`config.mk`:
```
export PLATFORM = sky130hd
export DESIGN_NAME = pmrw_bank
export DESIGN_NICKNAME = d
export VERILOG_FILES = /design/src/rtl/core/pmrw_pkg.sv /design/src/rtl/core/pmrw_bank.sv
export SDC_FILE = /design/constraint.sdc
export NUM_CORES = 2
export LEC_CHECK = 0
export BUFFER_PORTS_ARGS = -buffer_cell sky130_fd_sc_hd__buf_2
export CAP_MARGIN = 10
export CORE_UTILIZATION = 40
export DETAILED_ROUTE_END_ITERATION = 7
export PLACE_DENSITY = 0.66
export RECOVER_POWER = 100
export SYNTH_ARGS = -nofsm -noshare
export SYNTH_HDL_FRONTEND = slang
export SYNTH_SLANG_ARGS = --single-unit
export TNS_END_PERCENT = 100
```
`constraint.sdc`:
```
create_clock -name clk -period 2.6 [get_ports clk]
set_input_delay 0.26 -clock clk [delete_from_list [all_inputs] [get_ports clk]]
set_output_delay 0.26 -clock clk [all_outputs]
set_load 0.05 [all_outputs]
```
`src/rtl/core/pmrw_pkg.sv`:
```
// Package for the pattern memory register window: sizes, bank request and
// response types, and the fill pattern function.
// No dependencies.
package pmrw_pkg;

    localparam int REGION_BYTES = 1024;
    localparam int ADDR_W       = $clog2(REGION_BYTES);
    localparam int SUM_W        = ADDR_W + 1;
    localparam int LANES        = 4;
    localparam int ROWS         = REGION_BYTES / LANES;
    localparam int ROW_W        = ADDR_W - 2;

    localparam logic [31:0] LEN_WORD = 32'(REGION_BYTES);
    localparam logic [31:0] SIG_WORD = 32'h4b44554d ^ (32'h53 << 24) ^ (32'h4d << 16);
    localparam logic [7:0]  CHR_S    = 8'h53;
    localparam logic [7:0]  CHR_M    = 8'h4d;
    localparam logic [7:0]  CHR_K    = 8'h4b;
    localparam logic [7:0]  CHR_D    = 8'h44;
    localparam logic [7:0]  CHR_P    = 8'h50;
    localparam logic [7:0]  MULT     = 8'h3d;

    localparam logic CMD_READ  = 1'b0;
    localparam logic CMD_WRITE = 1'b1;

    typedef struct packed {
        logic             rd_en;
        logic             data_we;
        logic             flag_we;
        logic [ROW_W-1:0] row;
        logic [7:0]       wdata;
        logic             wflag;
    } bank_req_t;

    typedef struct packed {
        logic [7:0] data;
        logic       flag;
    } bank_rsp_t;

    function automatic logic [7:0] fill_byte(input logic [ADDR_W-1:0] o,
                                             input logic [31:0] inst);
        logic [7:0] r;
        case (o)
            ADDR_W'(0):  r = CHR_K;
            ADDR_W'(1):  r = CHR_D;
            ADDR_W'(2):  r = CHR_M;
            ADDR_W'(3):  r = CHR_P;
            ADDR_W'(4):  r = CHR_S;
            ADDR_W'(5):  r = CHR_M;
            ADDR_W'(6):  r = inst[7:0];
            ADDR_W'(7):  r = inst[15:8];
            ADDR_W'(8):  r = LEN_WORD[7:0];
            ADDR_W'(9):  r = LEN_WORD[15:8];
            ADDR_W'(10): r = LEN_WORD[23:16];
            ADDR_W'(11): r = LEN_WORD[31:24];
            ADDR_W'(12): r = SIG_WORD[7:0];
            ADDR_W'(13): r = SIG_WORD[15:8];
            ADDR_W'(14): r = SIG_WORD[23:16];
            ADDR_W'(15): r = SIG_WORD[31:24];
            default:
                r = 8'(o[7:0] * MULT) ^ 8'(o >> 8) ^ CHR_S ^ 8'(CHR_M << 1) ^ inst[7:0];
        endcase
        return r;
    endfunction

endpackage

```
`src/rtl/core/pmrw_bank.sv`:
```
// One byte lane of the window: data memory and written-flag memory,
// one row per cycle, registered read. Depends on pmrw_pkg.
module pmrw_bank
(
    input  logic                clk,
    input  pmrw_pkg::bank_req_t req,
    output pmrw_pkg::bank_rsp_t rsp
);

    logic [7:0] data_mem [pmrw_pkg::ROWS];
    logic       flag_mem [pmrw_pkg::ROWS];

    always_ff @(posedge clk)
    begin
        if (req.data_we)
        begin
            data_mem[req.row] <= req.wdata;
        end
        if (req.flag_we)
        begin
            flag_mem[req.row] <= req.wflag;
        end
        if (req.rd_en)
        begin
            rsp.data <= data_mem[req.row];
            rsp.flag <= flag_mem[req.row];
        end
    end

endmodule

```
==> results.py <==
metrics = {
    "status": {
        "status": "complete, but fails checks",
        "violations": "max-capacitance violations, max-slew violations, negative setup slack",
    },
    "sta": {
        "rsz0062_at_grt": "no",
        "setup_viol": 58,
        "layout_setup_ws_ns": -0.0347,
        "max_slew_margin_pct": -52.6,
        "finalCritPeriodShare_pct": 101,
        "tns_ns": -0.685,
        "max_freq_mhz": 380,
        "drv_slew": 609,
        "clock_skew_ns": 0.0463,
        "tightest_slew_ns": 2.29,
        "post-route-min-period_ns": 2.63,
        "hold_violations": 0,
    },
    "floorplanning": {
        "io_pins": 30,
        "start_util_pct": 40.4,
        "die_h_um": 474,
        "die-area_mm2": 0.225,
        "coreArea_mm2": 0.221,
        "num_rows": 172,
        "die-width_um": 474,
    },
    "finish": {
        "fill_cells": 18139,
        "area_growth_pct": 16.9,
        "regArea_mm2": 0.0695,
        "drive_above_1_share_pct": 27.2,
        "nets": 4925,
        "multi_input_area_mm2": 0.0187,
    },
    "worst_setup_path": {
        "startpoint_type": "primary input",
        "cp.depth": 8,
        "critPathMaxStageDelay_ns": 0.77,
        "r2r_start": "data_mem[175][2]",
        "reg2reg_slack_ns": 0.02,
        "setup.worst_path.end": "data_mem[186][1]",
        "cp-startpoint": "req[12]",
        "r2r-end": "rsp[3]",
        "path_cells": "buf_2 -> nor2b_1 -> buf_12 -> clkbuf_1 -> nand2_2 -> clkbuf_2 -> nor2_1 -> clkbuf_4",
        "end_kind": "register",
        "cp_top_family": "buffers and inverters",
        "cp.required_ns": 3.12,
        "crit_buf_inv": 5,
        "arrival_ns": 3.16,
        "worst_r2r_path_depth": 7,
        "worstSetupPathType": "primary input to register",
        "critPathMaxFanout": 44,
        "slowest_stage": "nor2b_1",
    },
    "yosys": {
        "ys_ff_latch": 2313,
        "netlist_top_cells_area": "edfxtp_1, mux4_2, a22oi_1, nor2_1, clkbuf_1",
        "synth_top_area_cell": "edfxtp_1",
        "synth_cell_types": 20,
        "synth_top_family_by_area": "multiplexers",
        "synth_mux_area_share_pct": 14.5,
        "ys_warn_count": 0,
        "yosys.area_share.simple_pct": 2.60,
        "synthAdderAreaFrac_pct": 0,
        "syn_area_mm2": 0.0892,
        "synth_nets": 4271,
        "synth_compound_area_share_pct": 3.58,
        "seq_area_frac_synth_pct": 77.9,
        "syn_area_per_cell_um2": 21.0,
        "synth_top_area_share_pct": 77.9,
        "synthCells": 4250,
        "synth-xor-area-share_pct": 0,
    },
    "pwr": {
        "peakVddDrop_mv": 0.524,
        "total_leakage_power_uw": 0.0321,
        "power_density_mw_per_mm2": 735,
    },
    "worst_hold_path": {
        "hp-class": "primary input to register",
    },
    "place": {
        "place_ws_ns": -1.16,
        "dpl.hpwl_um": 138000,
        "place_congestion": 0.824,
        "io_buffers": 29,
    },
    "global_route": {
        "grt.overflow.total": 0,
        "antenna_found_initial": 8,
        "grt_max_degree": 90,
        "grt_usage_pct": 19.9,
        "grt_pass1_wl_um": 325000,
        "first_global_vias": 46549,
    },
    "clocking": {
        "htreeDepth": 4,
        "cts_root_buf": "clkbuf_16",
        "post_cts.repair.setup_buffers": 0,
        "clk_pin_slew_ns": 0.07,
        "cts_tree": "built",
        "numClockSinks": 2313,
        "insertion_delay_ns": 0.86,
        "numCtsBuffers": 219,
        "clk_path_buf_depth": 3,
    },
    "drt": {
        "firstDrtPassIters": 8,
        "wl_um": 224000,
        "drt_iter0_drc": 5950,
        "wl_per_cell_um": 27.8,
        "vias_per_cell": 5.73,
        "drc": 0,
        "ant_nets": 0,
        "routed-via-count": 46169,
    },
    "run": {
        "drv_cap": 12,
    },
}
[how the worst min path moves through the flow]
stage            start                to  slack, ns  depth (start not counted)
2_1_floorplan   req[1]    data_mem[0][0]       0.36                          0
3_3_place_gp    req[1]  data_mem[252][0]       0.78                          1
3_5_place_dp   req[19]            rsp[6]       0.78                          1
4_1_cts        req[16]            rsp[0]      0.005                          5
5_1_grt        req[16]            rsp[0]       0.05                          5
6_report       req[16]            rsp[0]       0.06                          5
[per-stage QoR]
stage / hold WS (ns) / instance area, um2 / instances / total power, uW / util [%]
floorplan: 0.359 / 89200 / 4250 / 43800 / -
global placement: 0.782 / 98500 / 7631 / 46000 / 44.7
detailed placement: 0.776 / 98500 / 7632 / 46000 / 44.7
CTS: 0.00537 / 106000 / 8054 / 77200 / 48.0
global route: 0.0544 / 104000 / 8057 / 78600 / 47.3
finish: 0.0627 / 104000 / 8060 / 76700 / 47.3
[cell usage after synthesis]
cell type and instances:
nor3b_1 2, nand3_1 20, nor2_1 515, nand4_1 9, and3b_1 2, buf_4 13, buf_2 47, clkbuf_1 212
a21oi_1 144, and2_1 3, nor2b_1 8, or2_2 1, edfxtp_1 2313, nand2_1 29, mux4_2 576, a22oi_1 288
nand2b_1 2, o41ai_1 36, buf_1 26, buf_6 4
[worst min-delay path, cell delays in order]
cell and delay [ns]:
buf_2 0.11, nor2b_1 0.09, o41ai_1 0.09, buf_4 0.12, nand4_1 0.08
[cell type report]
type	instances	area share (%)
Antenna cell	6	0.0144
Multi-Input combinational cell	1635	18.0
Clock buffer	267	5.49
Timing Repair Buffer	735	5.07
Clock inverter	146	1.31
Sequential cell	2313	66.6
Tap cell	2958	3.55
[placed cells by master, fill, tap and decap left out, types with 3 or more instances in the layout]
| cell | synthesis | routed |
|---|---|---|
| clkbuf_2 | 0 | 130 |
| clkinvlp_4 | 0 | 8 |
| nand2_2 | 0 | 5 |
| clkbuf_16 | 0 | 222 |
| clkbuf_1 | 212 | 291 |
| a21oi_1 | 144 | 142 |
| clkinv_16 | 0 | 5 |
| buf_12 | 0 | 80 |
| nor2b_1 | 8 | 6 |
| buf_4 | 13 | 237 |
| nand3_1 | 20 | 19 |
| o41ai_2 | 0 | 6 |
| buf_2 | 47 | 15 |
| buf_6 | 4 | 3 |
| bufinv_16 | 0 | 19 |
| mux4_2 | 576 | 576 |
| nand2_1 | 29 | 22 |
| nor2_1 | 515 | 515 |
| inv_16 | 0 | 5 |
| o41ai_1 | 36 | 24 |
| clkinv_2 | 0 | 41 |
| o41ai_4 | 0 | 6 |
| nand4_1 | 9 | 9 |
| edfxtp_1 | 2313 | 2313 |
| diode_2 | 0 | 6 |
| a22oi_2 | 0 | 3 |
| clkinv_1 | 0 | 65 |
| clkbuf_4 | 0 | 11 |
| a22oi_1 | 288 | 285 |
| dlygate4sd3_1 | 0 | 9 |
[per-layer routing]
metal  vias to the layer above  global-route usage [%]  wire (um)
li1                      19036                       -          -
met1                     24530                    27.5      89000
met2                      2231                    32.3     110000
met3                       368                    3.23      18800
met4                         4                    5.88       6400
met5                         -                       0         27
[sequential cells by signal, indices dropped and copies added, names as in the netlist]
signal	count
data_mem	2048
flag_mem	256
rsp	9
[cells by family (layout without fill, tap and decap cells)]
family,Yosys count,after routing
mux,576,576
other cells,0,6
simple gates,591,591
buf+inv,302,1148
flops,2313,2313
compound gates,468,468
[where the power goes]
| part | switching (uW) | internal, uW | leakage [uW] |
|---|---|---|---|
| Combinational | 2490 | 1520 | 0.00788 |
| Sequential | 50.6 | 41100 | 0.0208 |
| Clock | 13900 | 17600 | 0.00344 |
| Total | 16400 | 60300 | 0.0321 |
[repair_timing]
item                       in CTS  in global routing
hold endpoints to repair      440                  0
hold buffers                    9                  0
resized for setup              14                  7
pin swaps                       1                  1
setup endpoints to repair       5                  5
No activity file was read; power rests on OpenSTA's default activity.
